## src/rtl/core/dual_pool_page_bitmap_allocator_core_macros.svh

```systemverilog
// assertion macros shared by the page allocator core files
`ifndef DUAL_POOL_PAGE_BITMAP_ALLOCATOR_CORE_MACROS_SVH
`define DUAL_POOL_PAGE_BITMAP_ALLOCATOR_CORE_MACROS_SVH

// same-cycle implication, checked out of reset
`define DPBA_ASSERT_IMP(name, clk, rst_n, pre, post, msg) \
	name: assert property (@(posedge clk) disable iff (!rst_n) (pre) |-> (post)) \
		else $error(msg);

// next-cycle implication, checked out of reset
`define DPBA_ASSERT_NXT(name, clk, rst_n, pre, post, msg) \
	name: assert property (@(posedge clk) disable iff (!rst_n) (pre) |=> (post)) \
		else $error(msg);

`endif

```

## src/rtl/core/dpba_pkg.sv

```systemverilog
// shared types, codes and helpers for the dual pool page allocator
package dpba_pkg;

	// bitmap storage word
	localparam int WORD_W = 32;
	localparam int BIT_W  = 5;
	typedef logic [WORD_W-1:0] word_t;

	// fixed field widths
	localparam int MODE_W     = 3;
	localparam int LPAGE_W    = 6;
	localparam int DPAGE_W    = 8;
	localparam int RPAGE_W    = 8;
	localparam int LCNT_OUT_W = 7;
	localparam int DCNT_OUT_W = 9;
	localparam int XFER_W     = 32;

	// request modes
	localparam logic [MODE_W-1:0] MODE_ALLOC_LOCAL  = 3'd0;
	localparam logic [MODE_W-1:0] MODE_ALLOC_DISK   = 3'd1;
	localparam logic [MODE_W-1:0] MODE_FREE_LOCAL   = 3'd2;
	localparam logic [MODE_W-1:0] MODE_FREE_DISK    = 3'd3;
	localparam logic [MODE_W-1:0] MODE_SWAP         = 3'd4;
	localparam logic [MODE_W-1:0] MODE_MOVE_TO_DISK = 3'd5;
	localparam logic [MODE_W-1:0] MODE_MOVE_TO_LOCAL = 3'd6;

	// pool operations
	localparam int OP_W = 2;
	localparam logic [OP_W-1:0] OP_READ  = 2'd0;
	localparam logic [OP_W-1:0] OP_WRITE = 2'd1;
	localparam logic [OP_W-1:0] OP_FIND  = 2'd2;

	typedef struct packed {
		logic            go;
		logic [OP_W-1:0] op;
		logic            val;
	} pool_cmd_t;

	typedef struct packed {
		logic done;
		logic full;
		logic bitv;
	} pool_rsp_t;

	// number of bitmap words for a pool
	function automatic int rows_of(int pages);
		return (pages + WORD_W - 1) / WORD_W;
	endfunction

	// word address width for a pool
	function automatic int row_w_of(int pages);
		return (rows_of(pages) > 1) ? $clog2(rows_of(pages)) : 1;
	endfunction

	// position of the lowest set bit, zero when none
	function automatic logic [BIT_W-1:0] first_set(word_t w);
		logic [BIT_W-1:0] pos;
		pos = '0;
		for (int i = WORD_W - 1; i >= 0; i--) begin
			if (w[i])
				pos = BIT_W'(i);
		end
		return pos;
	endfunction

endpackage

```

## src/rtl/core/dpba_pool.sv

```systemverilog
// one page pool: bitmap memory, row valid bits, used count and first-free scan
`include "dual_pool_page_bitmap_allocator_core_macros.svh"

module dpba_pool #(
	parameter int PAGES = 64,
	parameter int IDX_W = 6,
	localparam int ROW_W = dpba_pkg::row_w_of(PAGES),
	localparam int CNT_W = $clog2(PAGES + 1)
) (
	input  logic                            clk,
	input  logic                            arst_n,
	input  dpba_pkg::pool_cmd_t             cmd,
	input  logic [IDX_W-1:0]                idx,
	output dpba_pkg::pool_rsp_t             rsp,
	output logic [ROW_W+dpba_pkg::BIT_W-1:0] page,
	output logic [CNT_W-1:0]                count
);
	import dpba_pkg::*;

	localparam int ROWS      = rows_of(PAGES);
	localparam int LAST_BITS = PAGES - (ROWS - 1) * WORD_W;
	localparam word_t TAIL_MASK = {WORD_W{1'b1}} >> (WORD_W - LAST_BITS);
	localparam logic [ROW_W-1:0] LAST_ROW = ROW_W'(ROWS - 1);

	localparam logic [1:0] P_IDLE = 2'd0;
	localparam logic [1:0] P_BIT  = 2'd1;
	localparam logic [1:0] P_SCAN = 2'd2;

	logic [1:0]       state_q;
	logic [ROW_W-1:0] scan_q;
	logic [CNT_W-1:0] count_q;
	logic             row_valid_q [ROWS];

	logic [OP_W-1:0]  op_q;
	logic             val_q;
	logic             in_range_q;
	logic [ROW_W-1:0] row_q;
	logic [BIT_W-1:0] bit_q;

	word_t            mem [ROWS];
	word_t            rd_data_s1;
	logic             rd_live_s1;

	logic [31:0]      idx_wide;
	logic             idx_ok;
	logic [ROW_W-1:0] idx_row;
	logic [BIT_W-1:0] idx_bit;
	word_t            word;
	word_t            free;
	logic [BIT_W-1:0] free_pos;
	logic             rd_en;
	logic [ROW_W-1:0] rd_row;
	logic             wr_en;
	logic [ROW_W-1:0] wr_row;
	word_t            wr_data;

	// request page split into word address and bit
	assign idx_wide = 32'(idx);
	assign idx_ok   = idx_wide < 32'(PAGES);
	assign idx_row  = idx_wide[BIT_W +: ROW_W];
	assign idx_bit  = idx_wide[BIT_W-1:0];

	// a row never written reads as all free
	assign word     = rd_live_s1 ? rd_data_s1 : '0;
	assign free     = ~word & ((scan_q == LAST_ROW) ? TAIL_MASK : {WORD_W{1'b1}});
	assign free_pos = first_set(free);
	assign page     = {scan_q, free_pos};
	assign count    = count_q;

	// memory access and response per state
	always_comb begin
		rd_en   = 1'b0;
		rd_row  = '0;
		wr_en   = 1'b0;
		wr_row  = row_q;
		wr_data = word;
		rsp     = '0;
		case (state_q)
			P_IDLE: begin
				if (cmd.go) begin
					rd_en = 1'b1;
					if (cmd.op != OP_FIND && idx_ok)
						rd_row = idx_row;
				end
			end
			P_BIT: begin
				rsp.done = 1'b1;
				rsp.bitv = in_range_q & word[bit_q];
				if (op_q == OP_WRITE && in_range_q) begin
					wr_en          = 1'b1;
					wr_data[bit_q] = val_q;
				end
			end
			P_SCAN: begin
				if (free != '0) begin
					rsp.done = 1'b1;
					wr_en    = 1'b1;
					wr_row   = scan_q;
					wr_data  = word | (word_t'(1) << free_pos);
				end else if (scan_q == LAST_ROW) begin
					rsp.done = 1'b1;
					rsp.full = 1'b1;
				end else begin
					rd_en  = 1'b1;
					rd_row = scan_q + ROW_W'(1);
				end
			end
			default: begin
			end
		endcase
	end

	// bitmap memory, one read and one write port
	always_ff @(posedge clk) begin
		if (wr_en)
			mem[wr_row] <= wr_data;
		if (rd_en) begin
			rd_data_s1 <= mem[rd_row];
			rd_live_s1 <= row_valid_q[rd_row];
		end
	end

	// request capture
	always_ff @(posedge clk) begin
		if (state_q == P_IDLE && cmd.go) begin
			op_q       <= cmd.op;
			val_q      <= cmd.val;
			in_range_q <= idx_ok;
			row_q      <= idx_row;
			bit_q      <= idx_bit;
		end
	end

	// sequencer, used count and row valid bits
	always_ff @(posedge clk or negedge arst_n) begin
		if (!arst_n) begin
			state_q <= P_IDLE;
			scan_q  <= '0;
			count_q <= '0;
			for (int r = 0; r < ROWS; r++)
				row_valid_q[r] <= 1'b0;
		end else begin
			if (wr_en)
				row_valid_q[wr_row] <= 1'b1;
			case (state_q)
				P_IDLE: begin
					if (cmd.go) begin
						scan_q  <= '0;
						state_q <= (cmd.op == OP_FIND) ? P_SCAN : P_BIT;
					end
				end
				P_BIT: begin
					if (op_q == OP_WRITE && in_range_q) begin
						if (word[bit_q] && !val_q)
							count_q <= count_q - CNT_W'(1);
						else if (!word[bit_q] && val_q)
							count_q <= count_q + CNT_W'(1);
					end
					state_q <= P_IDLE;
				end
				P_SCAN: begin
					if (free != '0) begin
						count_q <= count_q + CNT_W'(1);
						state_q <= P_IDLE;
					end else if (scan_q == LAST_ROW) begin
						state_q <= P_IDLE;
					end else begin
						scan_q <= scan_q + ROW_W'(1);
					end
				end
				default: state_q <= P_IDLE;
			endcase
		end
	end

	`DPBA_ASSERT_IMP(a_count_bound, clk, arst_n, 1'b1, 32'(count_q) <= 32'(PAGES), "pool count above size")
	`DPBA_ASSERT_IMP(a_go_when_idle, clk, arst_n, cmd.go, state_q == P_IDLE, "pool command while busy")
	`DPBA_ASSERT_IMP(a_full_no_write, clk, arst_n, rsp.full, !wr_en && count_q == CNT_W'(PAGES), "full but free page left")

endmodule

```

## src/rtl/core/dual_pool_page_bitmap_allocator_core.sv

```systemverilog
// Dual pool page allocator: local and disk page bitmaps with first-fit allocation.
// Input channel (in_valid/in_ready) carries mode, local_page and disk_page; output
// channel (out_valid/out_ready) returns one result per request: result_page, status,
// local_in_use, disk_in_use and transfer_count after the request.
// One request is worked at a time. Each bitmap sits in a memory of 32-bit words with
// a registered read; every write is a read, modify, write of one word.
// A request passes S_START and then S_WAIT1 until its first phase is done; an unused
// mode goes from S_START straight to S_OUT. Swap, and a move with room in the target
// pool, then pass S_SECOND and S_WAIT2 before S_OUT.
// An allocation scans at most ceil(pages / 32) words of the target pool: 2 for the
// local pool and 8 for the disk pool by default.
// The result is loaded into the output register as the request leaves S_OUT.
// The output register keeps the result while out_ready is low; a new request is
// taken meanwhile and waits in S_OUT until the output register frees.
// Reset clears all counters and marks every page free at once through per-word
// valid bits; requests are taken from the first cycle after reset.
`include "dual_pool_page_bitmap_allocator_core_macros.svh"

module dual_pool_page_bitmap_allocator_core #(
	parameter int LOCAL_PAGES = 64,
	parameter int DISK_PAGES  = 256
) (
	input  logic                               clk,
	input  logic                               arst_n,
	input  logic                               in_valid,
	output logic                               in_ready,
	input  logic [dpba_pkg::MODE_W-1:0]        mode,
	input  logic [dpba_pkg::LPAGE_W-1:0]       local_page,
	input  logic [dpba_pkg::DPAGE_W-1:0]       disk_page,
	output logic                               out_valid,
	input  logic                               out_ready,
	output logic [dpba_pkg::RPAGE_W-1:0]       result_page,
	output logic                               status,
	output logic [dpba_pkg::LCNT_OUT_W-1:0]    local_in_use,
	output logic [dpba_pkg::DCNT_OUT_W-1:0]    disk_in_use,
	output logic [dpba_pkg::XFER_W-1:0]        transfer_count
);
	import dpba_pkg::*;

	localparam int LPG_W  = row_w_of(LOCAL_PAGES) + BIT_W;
	localparam int DPG_W  = row_w_of(DISK_PAGES) + BIT_W;
	localparam int LCNT_W = $clog2(LOCAL_PAGES + 1);
	localparam int DCNT_W = $clog2(DISK_PAGES + 1);

	localparam logic [2:0] S_IDLE   = 3'd0;
	localparam logic [2:0] S_START  = 3'd1;
	localparam logic [2:0] S_WAIT1  = 3'd2;
	localparam logic [2:0] S_SECOND = 3'd3;
	localparam logic [2:0] S_WAIT2  = 3'd4;
	localparam logic [2:0] S_OUT    = 3'd5;

	logic [2:0]          state_q;
	logic [XFER_W-1:0]   transfers_q;
	logic                out_valid_q;

	logic [MODE_W-1:0]   mode_q;
	logic [LPAGE_W-1:0]  lpage_q;
	logic [DPAGE_W-1:0]  dpage_q;
	logic [RPAGE_W-1:0]  page_q;
	logic                full_q;
	logic                bl_q;
	logic                bd_q;

	logic [RPAGE_W-1:0]    result_page_q;
	logic                  status_q;
	logic [LCNT_OUT_W-1:0] local_in_use_q;
	logic [DCNT_OUT_W-1:0] disk_in_use_q;
	logic [XFER_W-1:0]     transfer_count_q;

	pool_cmd_t           lcmd;
	pool_cmd_t           dcmd;
	pool_rsp_t           lrsp;
	pool_rsp_t           drsp;
	logic [LPG_W-1:0]    lpage_found;
	logic [DPG_W-1:0]    dpage_found;
	logic [LCNT_W-1:0]   lcount;
	logic [DCNT_W-1:0]   dcount;
	logic                in_fire;
	logic                out_load;
	logic                wait1_done;
	logic                wait2_done;

	dpba_pool #(
		.PAGES (LOCAL_PAGES),
		.IDX_W (LPAGE_W)
	) u_local (
		.clk    (clk),
		.arst_n (arst_n),
		.cmd    (lcmd),
		.idx    (lpage_q),
		.rsp    (lrsp),
		.page   (lpage_found),
		.count  (lcount)
	);

	dpba_pool #(
		.PAGES (DISK_PAGES),
		.IDX_W (DPAGE_W)
	) u_disk (
		.clk    (clk),
		.arst_n (arst_n),
		.cmd    (dcmd),
		.idx    (dpage_q),
		.rsp    (drsp),
		.page   (dpage_found),
		.count  (dcount)
	);

	// handshakes
	assign in_ready = (state_q == S_IDLE);
	assign in_fire  = in_valid && in_ready;
	assign out_load = (state_q == S_OUT) && (!out_valid_q || out_ready);

	// which pool finishes each phase
	assign wait1_done = (mode_q inside {MODE_ALLOC_DISK, MODE_FREE_DISK, MODE_MOVE_TO_DISK})
		? drsp.done : lrsp.done;
	assign wait2_done = (mode_q == MODE_MOVE_TO_LOCAL) ? drsp.done : lrsp.done;

	// pool commands per phase
	always_comb begin
		lcmd = '0;
		dcmd = '0;
		if (state_q == S_START) begin
			case (mode_q)
				MODE_ALLOC_LOCAL, MODE_MOVE_TO_LOCAL: begin
					lcmd.go = 1'b1;
					lcmd.op = OP_FIND;
				end
				MODE_ALLOC_DISK, MODE_MOVE_TO_DISK: begin
					dcmd.go = 1'b1;
					dcmd.op = OP_FIND;
				end
				MODE_FREE_LOCAL: begin
					lcmd.go = 1'b1;
					lcmd.op = OP_WRITE;
				end
				MODE_FREE_DISK: begin
					dcmd.go = 1'b1;
					dcmd.op = OP_WRITE;
				end
				MODE_SWAP: begin
					lcmd.go = 1'b1;
					lcmd.op = OP_READ;
					dcmd.go = 1'b1;
					dcmd.op = OP_READ;
				end
				default: begin
				end
			endcase
		end else if (state_q == S_SECOND) begin
			case (mode_q)
				MODE_SWAP: begin
					lcmd.go  = 1'b1;
					lcmd.op  = OP_WRITE;
					lcmd.val = bd_q;
					dcmd.go  = 1'b1;
					dcmd.op  = OP_WRITE;
					dcmd.val = bl_q;
				end
				MODE_MOVE_TO_DISK: begin
					lcmd.go = 1'b1;
					lcmd.op = OP_WRITE;
				end
				MODE_MOVE_TO_LOCAL: begin
					dcmd.go = 1'b1;
					dcmd.op = OP_WRITE;
				end
				default: begin
				end
			endcase
		end
	end

	// request fields and phase results
	always_ff @(posedge clk) begin
		if (in_fire) begin
			mode_q  <= mode;
			lpage_q <= local_page;
			dpage_q <= disk_page;
			page_q  <= '0;
			full_q  <= 1'b0;
		end
		if (state_q == S_WAIT1 && wait1_done) begin
			case (mode_q)
				MODE_ALLOC_LOCAL, MODE_MOVE_TO_LOCAL: begin
					full_q <= lrsp.full;
					page_q <= lrsp.full ? '0 : RPAGE_W'(lpage_found);
				end
				MODE_ALLOC_DISK, MODE_MOVE_TO_DISK: begin
					full_q <= drsp.full;
					page_q <= drsp.full ? '0 : RPAGE_W'(dpage_found);
				end
				MODE_SWAP: begin
					bl_q <= lrsp.bitv;
					bd_q <= drsp.bitv;
				end
				default: begin
				end
			endcase
		end
		if (out_load) begin
			result_page_q    <= page_q;
			status_q         <= full_q;
			local_in_use_q   <= LCNT_OUT_W'(lcount);
			disk_in_use_q    <= DCNT_OUT_W'(dcount);
			transfer_count_q <= transfers_q;
		end
	end

	// request sequencer and transfer counter
	always_ff @(posedge clk or negedge arst_n) begin
		if (!arst_n) begin
			state_q     <= S_IDLE;
			transfers_q <= '0;
			out_valid_q <= 1'b0;
		end else begin
			if (out_load)
				out_valid_q <= 1'b1;
			else if (out_ready)
				out_valid_q <= 1'b0;
			case (state_q)
				S_IDLE: begin
					if (in_fire)
						state_q <= S_START;
				end
				S_START: begin
					state_q <= (mode_q > MODE_MOVE_TO_LOCAL) ? S_OUT : S_WAIT1;
				end
				S_WAIT1: begin
					if (wait1_done) begin
						case (mode_q)
							MODE_SWAP: begin
								transfers_q <= transfers_q + XFER_W'(2);
								state_q     <= S_SECOND;
							end
							MODE_MOVE_TO_DISK: begin
								if (!drsp.full) begin
									transfers_q <= transfers_q + XFER_W'(1);
									state_q     <= S_SECOND;
								end else begin
									state_q <= S_OUT;
								end
							end
							MODE_MOVE_TO_LOCAL: begin
								if (!lrsp.full) begin
									transfers_q <= transfers_q + XFER_W'(1);
									state_q     <= S_SECOND;
								end else begin
									state_q <= S_OUT;
								end
							end
							default: state_q <= S_OUT;
						endcase
					end
				end
				S_SECOND: begin
					state_q <= S_WAIT2;
				end
				S_WAIT2: begin
					if (wait2_done)
						state_q <= S_OUT;
				end
				S_OUT: begin
					if (out_load)
						state_q <= S_IDLE;
				end
				default: state_q <= S_IDLE;
			endcase
		end
	end

	// output ports
	assign out_valid      = out_valid_q;
	assign result_page    = result_page_q;
	assign status         = status_q;
	assign local_in_use   = local_in_use_q;
	assign disk_in_use    = disk_in_use_q;
	assign transfer_count = transfer_count_q;

	`DPBA_ASSERT_IMP(a_swap_lockstep, clk, arst_n, (state_q == S_WAIT1 || state_q == S_WAIT2) && mode_q == MODE_SWAP, lrsp.done == drsp.done, "swap pools out of step")
	`DPBA_ASSERT_NXT(a_xfer_hold, clk, arst_n, state_q != S_WAIT1, $stable(transfers_q), "transfer count moved outside update")
	`DPBA_ASSERT_IMP(a_full_no_page, clk, arst_n, out_valid_q && status_q, result_page_q == '0, "full status with a page number")

endmodule
```

## config.mk

```make
export PLATFORM = sky130hd
export DESIGN_NAME = dual_pool_page_bitmap_allocator_core
export DESIGN_NICKNAME = d
export VERILOG_FILES = /design/src/rtl/core/dpba_pkg.sv /design/src/rtl/core/dpba_pool.sv /design/src/rtl/core/dual_pool_page_bitmap_allocator_core.sv
export VERILOG_INCLUDE_DIRS = /design/src /design/src/rtl/core
export SDC_FILE = /design/constraint.sdc
export NUM_CORES = 1
export LEC_CHECK = 0
export ABC_AREA = 1
export BUFFER_PORTS_ARGS = -buffer_cell sky130_fd_sc_hd__buf_2
export CAP_MARGIN = 40
export CELL_PAD_IN_SITES_DETAIL_PLACEMENT = 1
export CELL_PAD_IN_SITES_GLOBAL_PLACEMENT = 2
export CORE_UTILIZATION = 42
export CTS_CLUSTER_SIZE = 14
export DETAILED_ROUTE_END_ITERATION = 12
export PLACE_DENSITY_LB_ADDON = 0.1
export RECOVER_POWER = 50
export SETUP_SLACK_MARGIN = 0.15
export SYNTH_ARGS = -nofsm -noshare
export SYNTH_HDL_FRONTEND = slang
export SYNTH_HIERARCHICAL = 1
export SYNTH_SLANG_ARGS = --single-unit
```

## constraint.sdc

```tcl
create_clock -name clk -period 5.4 [get_ports clk]
set_input_delay 1.08 -clock clk [delete_from_list [all_inputs] [get_ports clk]]
set_output_delay 1.08 -clock clk [all_outputs]
set_load 0.03 [all_outputs]
```

Word-level counts from Yosys, hierarchy flattened
Memory sizes are Yosys's and may differ from the RTL's. A register that Yosys moved wholly into a read port is not among the register bits.
Cells that the tools add are included.
Widths: inputs -> output; s select.
{ "op_classes": {"add_sub_neg": 8, "magnitude_cmp": 13, "eq_ne": 41, "shifts": 2, "n_mux": 196, "n_bitwise": 14, "reduce_logical": 50} }
{ "ops": {"columns": ["op", "n"], "rows": [
  ["$mux 5", 64],
  ["$mux 32", 8],
  ["$pmux 32 s2", 2],
  ["$pmux 32 s3", 1],
  ["$bwmux 32", 2],
  ["$not 32->32", 2],
  ["$or 32x32->32", 2],
  ["$reduce_bool 32->1", 2],
  ["$shl 1x5->32 const A", 2],
  ["$mux 3", 20],
  ["$mux 1", 48],
  ["$mux 9", 4],
  ["$add 32x1->32 const B", 1],
  ["$add 32x2->32 const B", 1],
  ["$mux 7", 4],
  ["$pmux 3 s3", 3],
  ["$mux 8", 3],
  ["$mux 2", 10],
  ["$ne 2x2->1 const B", 10],
  ["$eq 3x3->1 const B", 6],
  ["$pmux 1 s2", 9],
  ["$pmux 3 s6", 1],
  ["$pmux 9 s2", 1],
  ["$logic_and 1x1->1", 17],
  ["other kinds (50)", 101]
]} }
{ "totals": {"ff_bits": 179, "mem_bits_rw": 320, "input_bits": 21, "out_inout_bits": 59, "word_cells": 369, "memories": 2} }
{ "mem_list": {"columns": ["memory", "words", "word_bits", "read_ports", "rd_clocked_by_memory_dff", "write_ports", "line_no", "text"], "rows": [
  ["u_disk.mem", 8, 32, 1, 1, 1, "dpba_pool.sv:40", "word_t mem [ROWS];"],
  ["u_local.mem", 2, 32, 1, 1, 1, "dpba_pool.sv:40", null]
]} }

Depth between registers and ports, before layout
{ "logic_depth": {"word_depth": 38, "depth_mapped": 37, "depth_no_buf": 37} }

Cells and area by module
Netlist, hierarchy kept.
{ "by_module_without_submodules": {"columns": ["module", "instances", "cells_each", "area_each_um2", "seq_area_each_um2"], "rows": [
  ["dpba_pool at u_disk", 1, 1360, 14865.5, 9559.2],
  ["dpba_pool at u_local", 1, 719, 6690.2, 3483.3],
  ["dual_pool_page_bitmap_allocator_core", 1, 539, 5362.6, 3363.2]
]} }

Least setup slack after synthesis
No wires, ideal clock.
{ "synth_path": {"kind": "input to register", "from": "input port out_ready", "to": "register disk_in_use_q[0] (netlist: disk_in_use[0]), enable pin", "setup_ns": 0.491, "arrival_time_ns": 3.917, "t_required_ns": 4.909, "path_slack_ns": 0.992, "stages": 2, "cell_sequence": "inv_1 -> a21oi_1"} }
{ "synth_via": {"elab_chain_len": 2} }
{ "synth_rtl": {"columns": ["element", "line_no", "text"], "rows": [
  ["from (decl)", "dual_pool_page_bitmap_allocator_core.sv:31", "input logic out_ready,"],
  ["$logic_or 1x1->1", "dual_pool_page_bitmap_allocator_core.sv:112", "assign out_load = (state_q == S_OUT) && (!out_valid_q || out_ready);"],
  ["$logic_and 1x1->1", "dual_pool_page_bitmap_allocator_core.sv:112", null],
  ["via out_load", "dual_pool_page_bitmap_allocator_core.sv:79", "logic out_load;"],
  ["to (signal assigned)", "dual_pool_page_bitmap_allocator_core.sv:205", "disk_in_use_q <= DCNT_OUT_W'(dcount);"],
  ["to (decl)", "dual_pool_page_bitmap_allocator_core.sv:67", "logic [DCNT_OUT_W-1:0] disk_in_use_q;"]
]} }
The timed path passes the listed nets, and every way through them passes these cells.
A chain may end at the register's enable or synchronous reset.

Final worst setup path
{ "layout_path": {"from": "register u_disk.rd_live_s1", "to": "register u_disk.rd_live_s1, data pin"} }
{ "layout_via": {"elab_chain_len": 9} }
{ "layout_rtl": {"columns": ["element", "line_no", "text"], "rows": [
  ["from (decl)", "dpba_pool.sv:42", "logic rd_live_s1;"],
  ["from (signal assigned)", "dpba_pool.sv:119", "rd_live_s1 <= row_valid_q[rd_row];"],
  ["$mux 32", "dpba_pool.sv:64", "assign word = rd_live_s1 ? rd_data_s1 : '0;"],
  ["$not 32->32", "dpba_pool.sv:65", "assign free = ~word & ((scan_q == LAST_ROW) ? TAIL_MASK : {WORD_W{1'b1}});"],
  ["$reduce_bool 32->1", "dpba_pool.sv:95", "if (free != '0) begin"],
  ["$mux 3", "dpba_pool.sv:95", null],
  ["$pmux 3 s2", "dpba_pool.sv:78", "case (state_q)"],
  ["$not 3->4 (implied by the code)", "dpba_pool.sv:119", null],
  ["$bmux 1 s3", "dpba_pool.sv:119", null],
  ["$mux 1 (implied by the code) (2 in series)", "dpba_pool.sv:119", null]
]} }
No other way between the ends. The select of a mux whose other input is x is not followed.

==> impl_metrics.py <==
metrics = {
    "outcome": {
        "status": "finished, violations left",
        "violations": "capacitance limit, slew limit",
    },
    "sta": {
        "tightest_slew_ns": 3.18,
        "grt_setup_unrepaired": "no",
        "period_share": 0.862,
        "fin_crit_ns": 4.65,
        "tns_ns": 0,
        "maxSlewHeadroom": -1.12,
        "holdWs_ns": 0.420,
        "skew_ns": 0.0218,
        "max_freq_mhz": 215,
        "hold_violations": 0,
        "slew_violations": 77,
        "setup_viol": 0,
    },
    "placed_design": {
        "placedCellCount": 3498,
        "routabilityCongestion": 0.930,
        "hpwl_mm": 54.5,
        "placed_cell_area_um2": 28400,
        "portBuffers": 79,
    },
    "synthesis": {
        "synth_fp_nets": 2655,
        "ys_async_sr_fraction": 0.125,
        "synth-edff-count": 482,
        "synth_cell_types": 63,
        "synth_flop_cell": "edfxtp_1",
        "yosysTopAreaCell": "edfxtp_1",
        "yosysMostFrequentCell": "nand2_1",
        "synthTopCellsByArea": "edfxtp_1 54%, nand2_1 6.8%, dfrtp_1 6.5%",
        "ys_warn_count": 6,
        "synthCells": 2618,
        "synth_common_cells": "490 x nand2_1, 482 x edfxtp_1, 328 x nor2_1",
        "seq_area_frac_synth": 0.609,
        "netlist_area_um2": 26900,
        "synth.avg_cell_area_um2": 10.3,
        "synth_seq_cells": 561,
        "yosysTopAreaCellShare": 0.538,
    },
    "hold_path": {
        "hold_path.class": "reg2reg",
    },
    "clocking": {
        "cts_resized": 0,
        "cts_sinks": 561,
        "root_buffer": "clkbuf_16",
        "clockBufferDepth": 3,
        "insertion_delay_ns": 0.64,
        "numCtsBuffers": 61,
        "path_clk_slew_ns": 0.06,
        "cts_setup_buffers": 0,
        "cts.hold.buffers_added": 0,
        "ctsHtreeMaxLevel": 2,
        "tritoncts": "done",
    },
    "pwr": {
        "powerDensity_nw_per_um2": 453,
        "peakVddDrop_uv": 295,
        "p_leak_uw": 0.0110,
    },
    "route": {
        "drc_errors": 0,
        "num_vias": 20100,
        "wl_per_cell_um": 22.6,
        "drtIter0Drc": 1203,
        "firstDrtPassIters": 5,
        "wirelength_mm": 81.7,
        "ant_nets": 0,
        "drt-vias-per-instance": 5.56,
    },
    "floorplanning": {
        "start_util": 0.426,
        "dieArea_um2": 65100,
        "coreArea_um2": 63200,
        "rows": 92,
        "chipHeight_um": 255,
        "die-width_um": 255,
        "io_pins": 80,
    },
    "global_route": {
        "track_usage": 0.254,
        "grt_start_max_net_pins": 70,
        "antenna_found_initial": 1,
        "grt_pass1_wl_mm": 126,
        "grt_pass1_vias": 21000,
        "grt.overflow.total": 0,
    },
    "flow_run": {
        "cap_violations": 2,
    },
    "layout": {
        "fin_nets": 2752,
        "nFillCells": 6916,
        "drive_above_1_share": 0.101,
        "design_area_um2": 30100,
        "syn_to_final_growth_pct": 11.7,
        "final_cell_count_no_fill": 3613,
    },
    "critical_path": {
        "critPathRequiredTime_ns": 5.77,
        "endpoint_kind": "register",
        "critPathKind": "reg2reg",
        "cp_max_fo": 69,
        "start_kind": "register",
        "critPathArrivalTime_ns": 5.02,
    },
}
## power breakdown
group	switching [uW]	internal (uW)
Sequential	342	5660
Clock	1710	2370
Combinational	2590	940
Total	4640	8970
## registers in the layout, indices dropped and copies added, names as in the netlist, 9 cells and up
register            count
u_local/rd_data_s1     32
u_disk/count            9
transfers_q            32
u_disk/rd_data_s1      32
transfer_count         32
u_local/mem            64
disk_in_use             9
u_disk/mem            256
## worst paths after layout
check / startpoint / endpoint / slack, ns / cells after the start
max: u_disk/rd_live_s1 / u_disk/rd_live_s1 / 0.75 / 15
max reg2reg: u_disk/rd_live_s1 / u_disk/rd_live_s1 / 0.75 / 15
min in group asynchronous: arst_n / u_local/row_valid_q[1] / 0.60 / 1
min: dpage_q[1] / u_disk/bit_q[1] / 0.42 / 0
min reg2reg: dpage_q[1] / u_disk/bit_q[1] / 0.42 / 0
max in group asynchronous: arst_n / transfers_q[19] / 3.41 / 2
## metal layers
| metal | vias to the layer above | track usage | share of wire |
|---|---|---|---|
| li1 | 9436 | - | - |
| met4 | 0 | 0.0818 | 0.028 |
| met3 | 125 | 0.0263 | 0.034 |
| met2 | 379 | 0.440 | 0.49 |
| met1 | 10200 | 0.334 | 0.44 |
| met5 | - | 0 | 0 |
## cells in the final DEF (no fill, tap or decap), drive strengths merged, types with 6 or more instances in the layout
| cell | n |
|---|---|
| nand2 | 512 |
| edfxtp | 482 |
| nor2 | 352 |
| inv | 216 |
| o21ai | 203 |
| clkbuf | 162 |
| a21oi | 121 |
| nand3 | 105 |
| dfrtp | 70 |
| a31oi | 66 |
| buf | 59 |
| o21bai | 43 |
| or2 | 39 |
| o211ai | 38 |
| nor3 | 35 |
| o32ai | 32 |
| mux2 | 32 |
| nand4 | 24 |
| clkinv | 24 |
| xor2 | 21 |
| o22ai | 18 |
| a22oi | 18 |
| ha | 16 |
| a311oi | 14 |
| dfxtp | 9 |
| nand3b | 9 |
| nor4 | 8 |
| xnor2 | 7 |
| o31ai | 6 |
## logic make-up (layout without fill, tap and decap cells)
family                   Yosys count  count (layout)  synth area share
other                              0               1                 0
adder cells (fa/ha/maj)           16              16           0.00744
AND/OR/NAND/NOR                 1090            1090             0.179
AO/OA/AOI/OAI                    573             573             0.131
buffers and inverters            318             466            0.0508
flip-flops                       561             561             0.609
XOR/XNOR                          28              28           0.00911
multiplexers                      32              32            0.0134
## worst max-delay path, stage by stage, from the launching register on
cell and delay (ns):
edfxtp_1 0.49, buf_4 0.28, nand2_1 0.19, nor4_1 0.30, inv_1 0.13, nor2_4 0.20, nand2_1 0.19, inv_1 0.33
nand2_1 0.20, nor2_1 0.27, inv_2 0.09, o21ai_4 0.18, buf_4 0.61, o21ai_1 0.13, o21bai_1 0.21, a31oi_1 0.49
## per-stage QoR
step | util | setup slack [ns] | total power (uW)
4_1_cts | 0.480 | 1.16 | 13800
3_3_place_gp | 0.448 | 1.18 | 9540
5_1_grt | 0.476 | 0.457 | 14300
6_report | 0.476 | 0.746 | 13600
3_5_place_dp | 0.450 | 1.20 | 9690
2_1_floorplan | - | 0.992 | 8370
## area by class of cell
| class | count | area, um^2 | share of cell area |
|---|---|---|---|
| Clock inverter | 31 | 302 | 0.0100 |
| Multi-Input combinational cell | 1739 | 9090 | 0.302 |
| Clock buffer | 83 | 1650 | 0.0548 |
| Inverter | 214 | 806 | 0.0268 |
| Timing Repair Buffer | 138 | 764 | 0.0254 |
| Antenna cell | 1 | 2.50 | 0.0000832 |
| Tap cell | 846 | 1060 | 0.0352 |
| Sequential cell | 561 | 16400 | 0.545 |
Power figures use the tool's default switching activity.
